$ cat src/sv/upf_pkg.sv
// Types and constants of the uplink frame pacer.
// Used by the pacer core, the top level and the checker; depends on nothing.
package upf_pkg;

    // Fixed field widths.
    localparam int unsigned GEN_W   = 32;
    localparam int unsigned BL_W    = 11;
    localparam int unsigned TIME_W  = 48;
    localparam int unsigned CNT_W   = 8;
    localparam int unsigned OP_W    = 3;
    localparam int unsigned STS_W   = 2;
    localparam int unsigned CFG_W   = 32;
    localparam int unsigned CIDX_W  = 2;
    localparam int unsigned IN_DW   = 96;
    localparam int unsigned OUT_DW  = 88;

    // Largest backlog the ring reports; larger values saturate.
    localparam logic [BL_W-1:0] BACKLOG_MAX = 11'd1024;

    // Event codes.
    localparam logic [OP_W-1:0] OP_SET_GEN   = 3'd0;
    localparam logic [OP_W-1:0] OP_RUN_BEGIN = 3'd1;
    localparam logic [OP_W-1:0] OP_FRAME_CHK = 3'd2;
    localparam logic [OP_W-1:0] OP_FRAME_OUT = 3'd3;
    localparam logic [OP_W-1:0] OP_RUN_END   = 3'd4;

    // Status codes.
    localparam logic [STS_W-1:0] STS_OK        = 2'd0;
    localparam logic [STS_W-1:0] STS_CLOSED    = 2'd1;
    localparam logic [STS_W-1:0] STS_SEND_FAIL = 2'd2;
    localparam logic [STS_W-1:0] STS_RING_ERR  = 2'd3;

    // Configuration register indexes.
    localparam logic [CIDX_W-1:0] CFG_BASE_QUOTA  = 2'd0;
    localparam logic [CIDX_W-1:0] CFG_SURGE_QUOTA = 2'd1;
    localparam logic [CIDX_W-1:0] CFG_CATCHUP_THR = 2'd2;
    localparam logic [CIDX_W-1:0] CFG_RUN_WINDOW  = 2'd3;

    // Input request payload, last field in the lowest bits.
    typedef struct packed {
        logic              pad;
        logic              consume_ok;
        logic              send_ok;
        logic              frame_ready;
        logic [TIME_W-1:0] now_time;
        logic [BL_W-1:0]   backlog;
        logic              ring_accepting;
        logic [GEN_W-1:0]  generation_in;
    } t_in_data;

    // Result payload, last field in the lowest bits.
    typedef struct packed {
        logic [4:0]        pad;
        logic [TIME_W-1:0] drain_time;
        logic [BL_W-1:0]   peak_backlog;
        logic              catchup_done;
        logic              catchup_began;
        logic [BL_W-1:0]   remaining;
        logic [CNT_W-1:0]  sent_count;
        logic              go_send;
        logic [STS_W-1:0]  status;
    } t_out_data;

    // Configuration registers.
    typedef struct packed {
        logic [CNT_W-1:0] base_quota;
        logic [CNT_W-1:0] surge_quota;
        logic [BL_W-1:0]  catchup_threshold;
        logic [CFG_W-1:0] run_window_us;
    } t_cfg;

    // Pacer state carried from one event to the next.
    typedef struct packed {
        logic [GEN_W-1:0]  session_gen;
        logic              catching_up;
        logic [TIME_W-1:0] catchup_start_time;
        logic [BL_W-1:0]   catchup_peak;
        logic              run_open;
        logic [TIME_W-1:0] run_start_time;
        logic [CNT_W-1:0]  frames_done;
        logic [CNT_W-1:0]  batch_limit;
        logic [STS_W-1:0]  run_status;
    } t_state;

endpackage

$ cat src/sv/upf_core.sv
// Event logic of the frame pacer: next state and result for one request.
// Depends on upf_pkg; purely combinational.
module upf_core (
    input  logic [upf_pkg::OP_W-1:0] i_operation,
    input  upf_pkg::t_in_data        i_data,
    input  upf_pkg::t_cfg            i_cfg,
    input  upf_pkg::t_state          i_state,
    output upf_pkg::t_state          o_state,
    output upf_pkg::t_out_data       o_result
);

    logic [upf_pkg::BL_W-1:0]   w_bl;
    logic                       w_start;
    logic                       w_catch_eff;
    logic [upf_pkg::BL_W-1:0]   w_peak_eff;
    logic [upf_pkg::TIME_W-1:0] w_start_eff;
    logic [upf_pkg::TIME_W-1:0] w_run_age;
    logic                       w_budget_spent;
    logic                       w_frame_open;

    // Saturate the reported backlog.
    assign w_bl = (i_data.backlog > upf_pkg::BACKLOG_MAX) ? upf_pkg::BACKLOG_MAX
                                                          : i_data.backlog;

    // Catch-up start and peak tracking, shared by run begin and run end.
    assign w_start     = !i_state.catching_up && (w_bl >= i_cfg.catchup_threshold);
    assign w_catch_eff = i_state.catching_up || w_start;
    assign w_start_eff = w_start ? i_data.now_time : i_state.catchup_start_time;

    always_comb begin
        if (w_start) begin
            w_peak_eff = w_bl;
        end else if (i_state.catching_up && (w_bl > i_state.catchup_peak)) begin
            w_peak_eff = w_bl;
        end else begin
            w_peak_eff = i_state.catchup_peak;
        end
    end

    // Time spent in the current run, modulo the timestamp width.
    assign w_run_age      = i_data.now_time - i_state.run_start_time;
    assign w_budget_spent = (i_state.frames_done != '0) &&
                            (w_run_age >= {{(upf_pkg::TIME_W-upf_pkg::CFG_W){1'b0}},
                                           i_cfg.run_window_us});
    assign w_frame_open   = i_state.run_open &&
                            (i_state.frames_done < i_state.batch_limit);

    always_comb begin
        o_state  = i_state;
        o_result = '0;

        unique case (i_operation)
            // New generation: abandon the run and drop catch-up.
            upf_pkg::OP_SET_GEN: begin
                o_state.session_gen        = i_data.generation_in;
                o_state.catching_up        = 1'b0;
                o_state.catchup_start_time = '0;
                o_state.catchup_peak       = '0;
                o_state.run_open           = 1'b0;
            end

            // Open a run with a normal or catch-up batch, unless the generation is zero or the ring refuses.
            upf_pkg::OP_RUN_BEGIN: begin
                if (i_state.session_gen == '0) begin
                    o_state.run_open = 1'b0;
                    o_result.status  = upf_pkg::STS_RING_ERR;
                end else if (!i_data.ring_accepting) begin
                    o_state.run_open   = 1'b0;
                    o_result.status    = upf_pkg::STS_CLOSED;
                    o_result.remaining = w_bl;
                end else begin
                    o_state.run_start_time     = i_data.now_time;
                    o_state.catching_up        = w_catch_eff;
                    o_state.catchup_start_time = w_start_eff;
                    o_state.catchup_peak       = w_peak_eff;
                    o_state.batch_limit        = w_catch_eff ? i_cfg.surge_quota
                                                             : i_cfg.base_quota;
                    o_state.frames_done        = '0;
                    o_state.run_status         = upf_pkg::STS_OK;
                    o_state.run_open           = 1'b1;
                    o_result.catchup_began     = w_start;
                end
            end

            // Grant or refuse the next send.
            upf_pkg::OP_FRAME_CHK: begin
                if (w_frame_open) begin
                    if (!i_data.ring_accepting) begin
                        o_state.run_status  = upf_pkg::STS_CLOSED;
                        o_state.batch_limit = i_state.frames_done;
                    end else if (w_budget_spent) begin
                        o_state.batch_limit = i_state.frames_done;
                    end else begin
                        o_result.go_send = 1'b1;
                    end
                end
                o_result.status     = i_state.run_open ? o_state.run_status : upf_pkg::STS_OK;
                o_result.sent_count = i_state.run_open ? o_state.frames_done : '0;
            end

            // Account for the peek, send and consume of one frame.
            upf_pkg::OP_FRAME_OUT: begin
                if (w_frame_open) begin
                    if (!i_data.frame_ready) begin
                        o_state.batch_limit = i_state.frames_done;
                    end else if (!i_data.send_ok) begin
                        o_state.run_status  = upf_pkg::STS_SEND_FAIL;
                        o_state.batch_limit = i_state.frames_done;
                    end else if (!i_data.consume_ok) begin
                        o_state.run_status  = upf_pkg::STS_RING_ERR;
                        o_state.batch_limit = i_state.frames_done;
                    end else begin
                        o_state.frames_done = i_state.frames_done + 1'b1;
                        if (i_state.catching_up && (w_bl > i_state.catchup_peak)) begin
                            o_state.catchup_peak = w_bl;
                        end
                    end
                end
                o_result.status     = i_state.run_open ? o_state.run_status : upf_pkg::STS_OK;
                o_result.sent_count = i_state.run_open ? o_state.frames_done : '0;
            end

            // Close the run; catch-up may start or finish here.
            upf_pkg::OP_RUN_END: begin
                o_result.remaining = w_bl;
                if (!i_state.run_open) begin
                    o_result.status = upf_pkg::STS_RING_ERR;
                end else begin
                    o_state.run_open    = 1'b0;
                    o_result.status     = i_state.run_status;
                    o_result.sent_count = i_state.frames_done;
                    if (i_state.run_status == upf_pkg::STS_OK) begin
                        o_result.catchup_began = w_start;
                        if (w_catch_eff && (w_bl < i_cfg.catchup_threshold)) begin
                            o_result.catchup_done      = 1'b1;
                            o_result.peak_backlog      = w_peak_eff;
                            o_result.drain_time        = i_data.now_time - w_start_eff;
                            o_state.catching_up        = 1'b0;
                            o_state.catchup_start_time = '0;
                            o_state.catchup_peak       = '0;
                        end else begin
                            o_state.catching_up        = w_catch_eff;
                            o_state.catchup_start_time = w_start_eff;
                            o_state.catchup_peak       = w_peak_eff;
                        end
                    end
                end
            end

            // Unused codes leave everything as it is.
            default: begin
                o_result.status = upf_pkg::STS_OK;
            end
        endcase
    end

endmodule

$ cat src/sv/uplink_frame_pacer_with_catchup.sv
// A result is registered and valid in the cycle after its request is accepted.
// One request per cycle is taken while the result stream is not stalled; the event
// logic is a single pass from the request into the state and result registers.
// Reset (synchronous, active low) clears the pacer state and the result valid,
// and loads the configuration registers with their default values.
module uplink_frame_pacer_with_catchup (
    input  logic                          i_clk,
    input  logic                          i_rst_n,
    // Configuration write port.
    input  logic                          i_cfg_we,
    input  logic [upf_pkg::CIDX_W-1:0]    i_cfg_index,
    input  logic [upf_pkg::CFG_W-1:0]     i_cfg_data,
    // Request stream.
    input  logic                          s_axis_tvalid,
    output logic                          s_axis_tready,
    // generation_in[31:0], ring_accepting[32], backlog[43:33], now_time[91:44],
    // frame_ready[92], send_ok[93], consume_ok[94], zero[95]
    input  logic [upf_pkg::IN_DW-1:0]     s_axis_tdata,
    // operation[2:0]
    input  logic [upf_pkg::OP_W-1:0]      s_axis_tuser,
    // Result stream.
    output logic                          m_axis_tvalid,
    input  logic                          m_axis_tready,
    // status[1:0], go_send[2], sent_count[10:3], remaining[21:11],
    // catchup_began[22], catchup_done[23], peak_backlog[34:24],
    // drain_time[82:35], zero[87:83]
    output logic [upf_pkg::OUT_DW-1:0]    m_axis_tdata
);

    upf_pkg::t_cfg      r_cfg;
    upf_pkg::t_state    r_state;
    upf_pkg::t_state    n_state;
    upf_pkg::t_out_data n_result;
    upf_pkg::t_out_data r_result;
    logic               r_m_valid;
    logic               w_accept;

    // A new request is taken whenever the result register is free or draining.
    assign s_axis_tready = !r_m_valid || m_axis_tready;
    assign w_accept      = s_axis_tvalid && s_axis_tready;

    // Configuration registers.
    always_ff @(posedge i_clk) begin
        if (!i_rst_n) begin
            r_cfg.base_quota        <= 8'd1;
            r_cfg.surge_quota       <= 8'd4;
            r_cfg.catchup_threshold <= 11'd8;
            r_cfg.run_window_us     <= 32'd20000;
        end else if (i_cfg_we) begin
            unique case (i_cfg_index)
                upf_pkg::CFG_BASE_QUOTA:  r_cfg.base_quota <=
                                              i_cfg_data[upf_pkg::CNT_W-1:0];
                upf_pkg::CFG_SURGE_QUOTA: r_cfg.surge_quota <=
                                              i_cfg_data[upf_pkg::CNT_W-1:0];
                upf_pkg::CFG_CATCHUP_THR: r_cfg.catchup_threshold <=
                                              i_cfg_data[upf_pkg::BL_W-1:0];
                upf_pkg::CFG_RUN_WINDOW:  r_cfg.run_window_us <= i_cfg_data;
                default: begin
                end
            endcase
        end
    end

    // Event logic.
    upf_core u_core (
        .i_operation (s_axis_tuser),
        .i_data      (upf_pkg::t_in_data'(s_axis_tdata)),
        .i_cfg       (r_cfg),
        .i_state     (r_state),
        .o_state     (n_state),
        .o_result    (n_result)
    );

    // Pacer state advances on every accepted request.
    always_ff @(posedge i_clk) begin
        if (!i_rst_n) begin
            r_state <= '0;
        end else if (w_accept) begin
            r_state <= n_state;
        end
    end

    // Result register with its valid flag.
    always_ff @(posedge i_clk) begin
        if (!i_rst_n) begin
            r_m_valid <= 1'b0;
        end else if (w_accept) begin
            r_m_valid <= 1'b1;
        end else if (m_axis_tready) begin
            r_m_valid <= 1'b0;
        end
    end

    always_ff @(posedge i_clk) begin
        if (w_accept) begin
            r_result <= n_result;
        end
    end

    assign m_axis_tvalid = r_m_valid;
    assign m_axis_tdata  = r_result;

endmodule

$ cat config.mk
export PLATFORM = sky130hd
export DESIGN_NAME = uplink_frame_pacer_with_catchup
export DESIGN_NICKNAME = d
export VERILOG_FILES = /design/src/sv/upf_pkg.sv /design/src/sv/upf_core.sv /design/src/sv/uplink_frame_pacer_with_catchup.sv
export SDC_FILE = /design/constraint.sdc
export NUM_CORES = 1
export LEC_CHECK = 0
export BUFFER_PORTS_ARGS = -buffer_cell sky130_fd_sc_hd__buf_2
export CORE_MARGIN = 2
export CORE_UTILIZATION = 46
export CTS_CLUSTER_SIZE = 10
export DETAILED_ROUTE_END_ITERATION = 8
export GPL_TIMING_DRIVEN = 0
export PLACE_DENSITY = 0.73
export SLEW_MARGIN = 20
export SYNTH_ARGS = -nofsm -noshare
export SYNTH_HDL_FRONTEND = slang
export SYNTH_HIERARCHICAL = 1
export SYNTH_SLANG_ARGS = --single-unit
$ cat constraint.sdc
create_clock -name i_clk -period 8.31 [get_ports i_clk]
set_clock_uncertainty 0.2 [all_clocks]
set_input_delay 0.831 -clock i_clk [delete_from_list [all_inputs] [get_ports i_clk]]
set_output_delay 0.831 -clock i_clk [all_outputs]
set_load 0.01 [all_outputs]
==> results.md, run 1 <==
- Top cells by area, synth: dfxtp_1, edfxtp_1, mux2i_1
- Switch share: 31.6%
- HPWL after DPL: 51.9 mm
- Slew headroom: 22.4%
- Power, Total: 0.00427 W
- Worst-Margin Slew: 1.15 ns
- # H-tree levels: 2
- Status: completed
- Vias per cell: 5.72
- Remaining global-route overflow: 0
- Post-CTS Setup Repair Bufs: 0
- Switching power: 0.00135 W
- Initial antenna violation count: 19
- Worst Setup End Kind: flop
- Final worst path period share: 90.7%
- Placed cell count: 3657
- Layout cells sized above 1: 12.8%
- Final Non-Filler Cells: 3729
- Yosys top cell by area: dfxtp_1
- CP max stage delay: 0.50 ns
- EDFF count, synth: 88
- CP Data Arrival Time: 7.63 ns
- Worst Path Buf+Inv: 3
- Final hold violation count: 0
- Wire per inst: 18.2 um
- Antenna-violating nets left: 0
- Via count of the first global-routing pass: 19.7k
- DRC: 0
- Row cnt: 81
- Cell variety after synth: 94
- Critical path's top delay family: compound AO/OA/AOI/OAI gates
- GP Congestion: 0.944
- Synthesized instance count: 2805
- CTS tree: done
- Syn avg cell area: 8.03 um^2
- First-pass GRT wire length: 105 mm
- Total GRT Usage: 26.0%
- Yosys top cell area share: 19.5%
- Cell Area, Synth: 22500 um^2
- Internal power: 0.00292 W
- Port Buffers: 225
- Critical path peak fanout: 13
- Hold WC Path Type: reg2reg
- Share of synthesized flip-flops with an asynchronous set or reset: 0%
- Placeable Area: 48600 um^2
- Initial DRC count: 2044
- Final worst path period need: 7.53 ns
- Source of the worst hold timing path: r_cfg[18]$_SDFFE_PN0P_
- Worst path required time: 8.41 ns
- Final wirelength: 67.8 mm
- Seq pwr share: 37.4%
- Register bit total from synthesis: 307
- Comb power frac: 25.3%
- Io pins: 228
- Maximum vdd ir drop: 0.122 mV
- Worst setup SP type: primary input
- Setup CP Type: in2reg
- Seq/Total Area, Yosys: 31.2%
- Clock Power Share: 37.3%
- Post-route setup TNS: 0 ns
- Crit Reg-Reg Startpoint: r_cfg[33]$_SDFFE_PN0P_
- Slew Viols, Final: 0
- Clock tree sinks: 307
- Slowest CP cell: a31oi_1
- Largest net degree at the start of global routing: 74
- Drt pass-1 iters: 6
- Root buf cell: clkbuf_16
- Die X-Extent: 225 um
- Achievable clock frequency: 133 MHz
- Lkg Pwr: 10.4 nW
- Clock-pin transition on the worst setup and hold timing paths: 0.06 ns
- RSZ-0062 raised after global routing: no
- Clock Path Buffers: 3
- PwrDens: 167 nW/um^2
- Crit path from: s_axis_tdata[43]
- CTS Buf Count: 39
- Ys flop type: dfxtp_1
- Reg-to-reg slack, setup: 1.15 ns
- Die ar.: 50700 um^2
- Final Setup Violations: 0
- Starting Density: 46.3%
- Ys Warns: 6
- Max_cap viols: 0
- Total number of vias: 21.3k
- Synth-to-Final Area Change: 14.0%
- Die H: 225 um
- Clock Latency Late Sink: 0.57 ns
- CTS Hold Bufs: 0
- Final #Nets: 3370
[per-stage QoR]
| stage | area [um^2] | hold WS [ns] | util, % | setup slack, ns |
|---|---|---|---|---|
| floorplan | 22500 | 0.230 | - | 1.62 |
| global placement | 24400 | 0.239 | 50.2 | -0.776 |
| detailed placement | 24500 | 0.242 | 50.3 | -0.751 |
| CTS | 25600 | 0.250 | 52.7 | 0.0225 |
| global route | 25700 | 0.263 | 52.7 | 0.325 |
| finish | 25700 | 0.247 | 52.7 | 0.776 |
[cell type report]
type | count | area (um^2)
fill | 4638 | 23000
multi-input combinational | 2180 | 14100
clock inverter | 7 | 81.3
sequential | 307 | 7030
clock buffer | 55 | 1070
antenna | 11 | 27.5
timing repair buffer | 226 | 1150
tap | 622 | 778
buffer | 171 | 816
inverter | 150 | 563
[logic make-up after synthesis]
kind of cell	count (synthesis)	share of synthesized area (%)
adders and majority gates	158	8.83
AOI/OAI and AO/OA	653	18.8
other	1	0.0167
buffers and inverters	322	6.10
and+or+nand+nor	1024	20.2
DFF	307	31.2
muxes	262	11.8
xor gates and xnor gates	78	3.03
[metal layers]
metal / share of wire [%] / up-vias / global-route usage [%]
met5: 0.10 / - / 0
met3: 8.1 / 131 / 4.90
li1: - / 10495 / -
met2: 43 / 866 / 40.0
met4: 3.1 / 12 / 9.89
met1: 46 / 9825 / 36.2
[flip-flops by register name, indices dropped and copies added (netlist names)]
signal         flops
m_axis_tdata      88
r_cfg             59
m_axis_tvalid      1
r_state          159
[worst min-delay path: stages (launching register included)]
cell and delay, ns:
dfxtp_1 0.31, nand3_1 0.06, nand2_1 0.04
[Yosys cell counts, drive strengths merged, types with 14 or more instances]
| cell | instances |
|---|---|
| nor4 | 19 |
| ha | 155 |
| mux2i | 229 |
| nor3 | 30 |
| edfxtp | 88 |
| xnor2 | 45 |
| dfxtp | 219 |
| clkbuf | 111 |
| a21oi | 196 |
| xor2 | 33 |
| o21bai | 17 |
| a211oi | 14 |
| nand2b | 29 |
| nand3 | 104 |
| nor2b | 36 |
| o221ai | 50 |
| nor2 | 169 |
| nand4 | 31 |
| a21o | 67 |
| a221oi | 15 |
| inv | 149 |
| nand2 | 551 |
| mux2 | 33 |
| o21ai | 168 |
| o21a | 27 |
| buf | 61 |
[layout by cell type, fill, tap and decap left out, drive strengths merged, types with 11 or more instances in the layout]
cell and instances:
inv 151, a211oi 14, ha 155, edfxtp 88
nor2 169, o21ai 168, buf 287, and2 11
nand2b 29, a22o 12, mux2i 229, a21oi 196
nand2 551, nor3 30, o211ai 11, nand4 31
dfxtp 219, xor2 33, mux2 33, nand3 104
a221oi 15, xnor2 45, clkbuf 165, a21o 67
o21a 27, o21bai 17, nor2b 36, o221ai 50
nor4 19, a31oi 12, diode 11
[final timing paths]
kind	end	depth (start not counted)
max reg2reg	m_axis_tdata[82]$_DFFE_PP_	26
min	r_cfg[18]$_SDFFE_PN0P_	2
min reg2reg	r_cfg[18]$_SDFFE_PN0P_	2
max	m_axis_tdata[82]$_DFFE_PP_	27
[power by group through the flow]
stage | Combinational, W | Sequential, W | Clock (W)
after floorplan | 0.000755 | 0.00164 | 0
after global placement | 0.00104 | 0.00163 | 0
after detailed placement | 0.00105 | 0.00163 | 0
after CTS | 0.00106 | 0.00160 | 0.00162
after global routing | 0.00118 | 0.00160 | 0.00167
final | 0.00108 | 0.00160 | 0.00159
[timing repair]
| item | CTS | global route |
|---|---|---|
| endpoints found under the hold margin | 0 | 0 |
| setup endpoints to repair | 1 | 5 |
| resized for setup | 1 | 4 |
Power figures use the tool's default switching activity.
==> run 2: changes to the inputs <==
Settings changed: SYNTH_HIERARCHICAL 1 to default.
==> run 2 against run 1 <==
Cell count is 8.9% lower. Routed wire length is 8.7% lower. Setup slack better by 0.15 ns. Sequential share of layout area is 2.4 points higher. Area after synthesis is 11% lower. Non-clock buffer count is 36 lower. Critical endpoint is now m_axis_tdata[71]$_SDFFCE_PN0P_.
==> results.md, run 2 <==
- Top-count cell post-synth: nand2_1
- Clock-pin transition on the worst setup and hold timing paths: 0.05 ns (about the same)
- Vias per cell: 5.68 (-0.75%)
- Syn avg cell area: 7.94 um^2 (-1.1%)
- Row cnt: 76 (-6.2%)
- Synthesized instance count: 2521 (-10%)
- Final worst path period need: 7.39 ns (-0.146 ns)
- Seq/Total Area, Yosys: 34.4% (+3.2 points)
- RSZ-0062 raised after global routing: no
- Ys Warns: 0 (-6)
- Largest net degree at the start of global routing: 64 (-14%)
- Xor and xnor fraction of the mapped netlist area: 3.11% (+0.075 points)
- PwrDens: 177 nW/um^2 (+6.3%)
- Status: completed
- Worst setup SP type: primary input
- Largest family of logic cells by synthesized area: compound AO/OA/AOI/OAI gates
- DRC: 0 (unchanged)
- Most flops, register: r_state
- Total number of vias: 19.3k (-9.6%)
- Clock tree sinks: 302 (-1.6%)
- Worst path required time: 8.36 ns (-0.05 ns)
- Slowest CP cell: clkbuf_1
- Via count of the first global-routing pass: 18.0k (-8.5%)
- Final worst path period share: 88.9% (-1.8 points)
- Cts repair resizes: 0 (-1)
- Final Setup Violations: 0 (unchanged)
- Post-route setup TNS: 0 ns (unchanged)
- EDFF count, synth: 83 (-5.7%)
- Die H: 213 um (-5.6%)
- Achievable clock frequency: 135 MHz (+2.0%)
- Final hold violation count: 0 (unchanged)
- Worst Setup End Kind: flop
- Slew Viols, Final: 0 (unchanged)
- Initial antenna violation count: 5 (-14)
- Worst-Margin Slew: 1.05 ns (-0.105 ns)
- Post-Synth Adder-Cell Area: 9.47% (+0.63 points)
- Simple-gate portion of the synthesized area: 21.0% (+0.80 points)
- Synth cell count leaders: nand2_1, a21oi_1, nor2_1
- CTS tree: done
- First-pass GRT wire length: 95.7 mm (-9.1%)
- Most common cell after layout, fill and taps aside: nand2_1
- CTS Buf Count: 38 (-2.6%)
- Cell variety after synth: 93 (-1.1%)
- Commonest non-fill, non-tap cells in the layout: nand2_1, a21oi_1, buf_2
- Clock Path Buffers: 3 (unchanged)
- Initial DRC count: 1469 (-28%)
- # H-tree levels: 2 (unchanged)
- Wire per inst: 18.2 um (+0.27%)
- Layout cells sized above 1: 12.0% (-0.75 points)
- Critical path peak fanout: 10 (-3)
- Post-synthesis compound-gate area fraction: 22.5% (+3.7 points)
- CP max stage delay: 0.56 ns (+0.06 ns)
- Post-synthesis mux area share: 3.88% (-8.0 points)
- Starting Density: 46.5% (+0.26 points)
- Register bit total from synthesis: 302 (-1.6%)
- Lkg Pwr: 9.00 nW (-13%)
- HPWL after DPL: 48.5 mm (-6.5%)
- Post-CTS Setup Repair Bufs: 0 (unchanged)
- Final wirelength: 62.0 mm (-8.7%)
- Max_cap viols: 0 (unchanged)
- Antenna-violating nets left: 0 (unchanged)
- Drt pass-1 iters: 6 (unchanged)
- DP Worst Slack: 0.545 ns (+1.30 ns)
- Hold WC Path Type: reg2reg
- Setup CP Type: in2reg
- Share of synthesized flip-flops with an asynchronous set or reset: 0% (unchanged)
- Cell Area, Synth: 20000 um^2 (-11%)
- Yosys top cell area share: 21.9% (+2.4 points)
- Slew headroom: 30.0% (+7.6 points)
- CP Data Arrival Time: 7.44 ns (-0.19 ns)
- Remaining global-route overflow: 0 (unchanged)
- Total GRT Usage: 26.9% (+0.81 points)
- Top cells by area, synth: dfxtp_1, edfxtp_1, ha_1
- Final setup margin: 0.922 ns (+0.146 ns)
- Ys flop type: dfxtp_1
- Yosys top cell by area: dfxtp_1
- Root buf cell: clkbuf_16
- Final #Nets: 3074 (-8.8%)
- Die ar.: 45200 um^2 (-11%)
- Die X-Extent: 213 um (-5.6%)
- Clock Latency Late Sink: 0.55 ns (-0.02 ns)
- Placeable Area: 43000 um^2 (-12%)
- GP Congestion: 0.954 (+1.1%)
- Crit path cell chain: buf_2 > clkbuf_1 > nor2b_1 > ha_1 > and3_1 > a221o_1 > a221oi_2 > o31ai_1 > nand2_1 > clkbuf_1 > buf_2 > mux2i_1 > ha_1 > a21o_1 > a21o_1 > a21oi_1 > o21ai_0 > a31oi_1 > o21ai_0 > a21oi_1 > a211oi_1 > or2_2 > xnor2_1 > nor2_1
- Synth-to-Final Area Change: 15.3%
- Io pins: 228 (unchanged)
- Number of flip-flops in the largest register: 159 (unchanged)
- Port Buffers: 220 (-2.2%)
- Maximum vdd ir drop: 0.136 mV (+12%)
- CTS Hold Bufs: 0 (unchanged)
==> run 2: worst max-delay path, delay by kind of cell <==
kind	cells	cell delay, ns
compound gates	11	2.68
buf+inv	4	1.38
simple gates	5	1.26
fa+ha+maj	2	0.72
mux	1	0.41
xor+xnor	1	0.16
==> run 2: report_power, final <==
| group | total, W | switching, W | internal [W] |
|---|---|---|---|
| logic | 0.000942 | 0.000587 | 0.000355 |
| clock network | 0.00157 | 0.000629 | 0.000944 |
| registers | 0.00157 | 0.0000155 | 0.00155 |
==> run 2: kinds of logic (layout without fill, tap and decap cells) <==
kind of cell / Yosys count / in the layout
compound gates: 713 / 713
other cells: 1 / 10
xor+xnor: 71 / 71
mux: 77 / 77
simple gates: 923 / 923
buf+inv: 283 / 565
fa+ha+maj: 151 / 151
flops: 302 / 302
==> run 2: area by class of cell <==
type	count	area, um^2
fillers	4149	19900
multi-input cells	1940	12000
flip-flops and latches	302	6880
repair buffers	221	1130
clock buffers	55	1070
well taps	585	732
plain buffers	140	592
inverters	143	539
clock inverters	6	82.6
diodes	5	12.5
==> run 2: path summary, 6_finish.rpt <==
path / endpoint / cells past startpoint / slack [ns] / start
setup / recovery: m_axis_tdata[71]$_SDFFCE_PN0P_ / 24 / 0.92 / s_axis_tdata[43]
hold / removal: r_state[152]$_SDFFE_PN0P_ / 2 / 0.25 / r_state[152]$_SDFFE_PN0P_
setup reg to reg: m_axis_tdata[71]$_SDFFCE_PN0P_ / 22 / 1.74 / r_cfg[40]$_SDFFE_PN0P_
hold reg to reg: r_state[152]$_SDFFE_PN0P_ / 2 / 0.25 / r_state[152]$_SDFFE_PN0P_
==> run 2: layer usage <==
layer | GRT usage (%) | share of wire, % | up-vias
li1 | - | - | 9458
met1 | 37.1 | 46 | 9055
met2 | 43.1 | 45 | 652
met3 | 3.74 | 6.2 | 120
met4 | 9.09 | 3.0 | 0
met5 | 0 | 0 | -
==> run 2: metrics by stage <==
step / total power [W] / hold WS (ns) / area [um^2] / instances / utilization (%)
after detailed placement: 0.00252 / 0.246 / 21900 / 3331 / 50.9
after CTS: 0.00409 / 0.254 / 23000 / 3392 / 53.6
final: 0.00408 / 0.253 / 23100 / 3397 / 53.6
after global placement: 0.00250 / 0.241 / 21900 / 3330 / 50.8
after global routing: 0.00426 / 0.268 / 23100 / 3397 / 53.6
after floorplan: 0.00224 / 0.236 / 20000 / 2525 / -
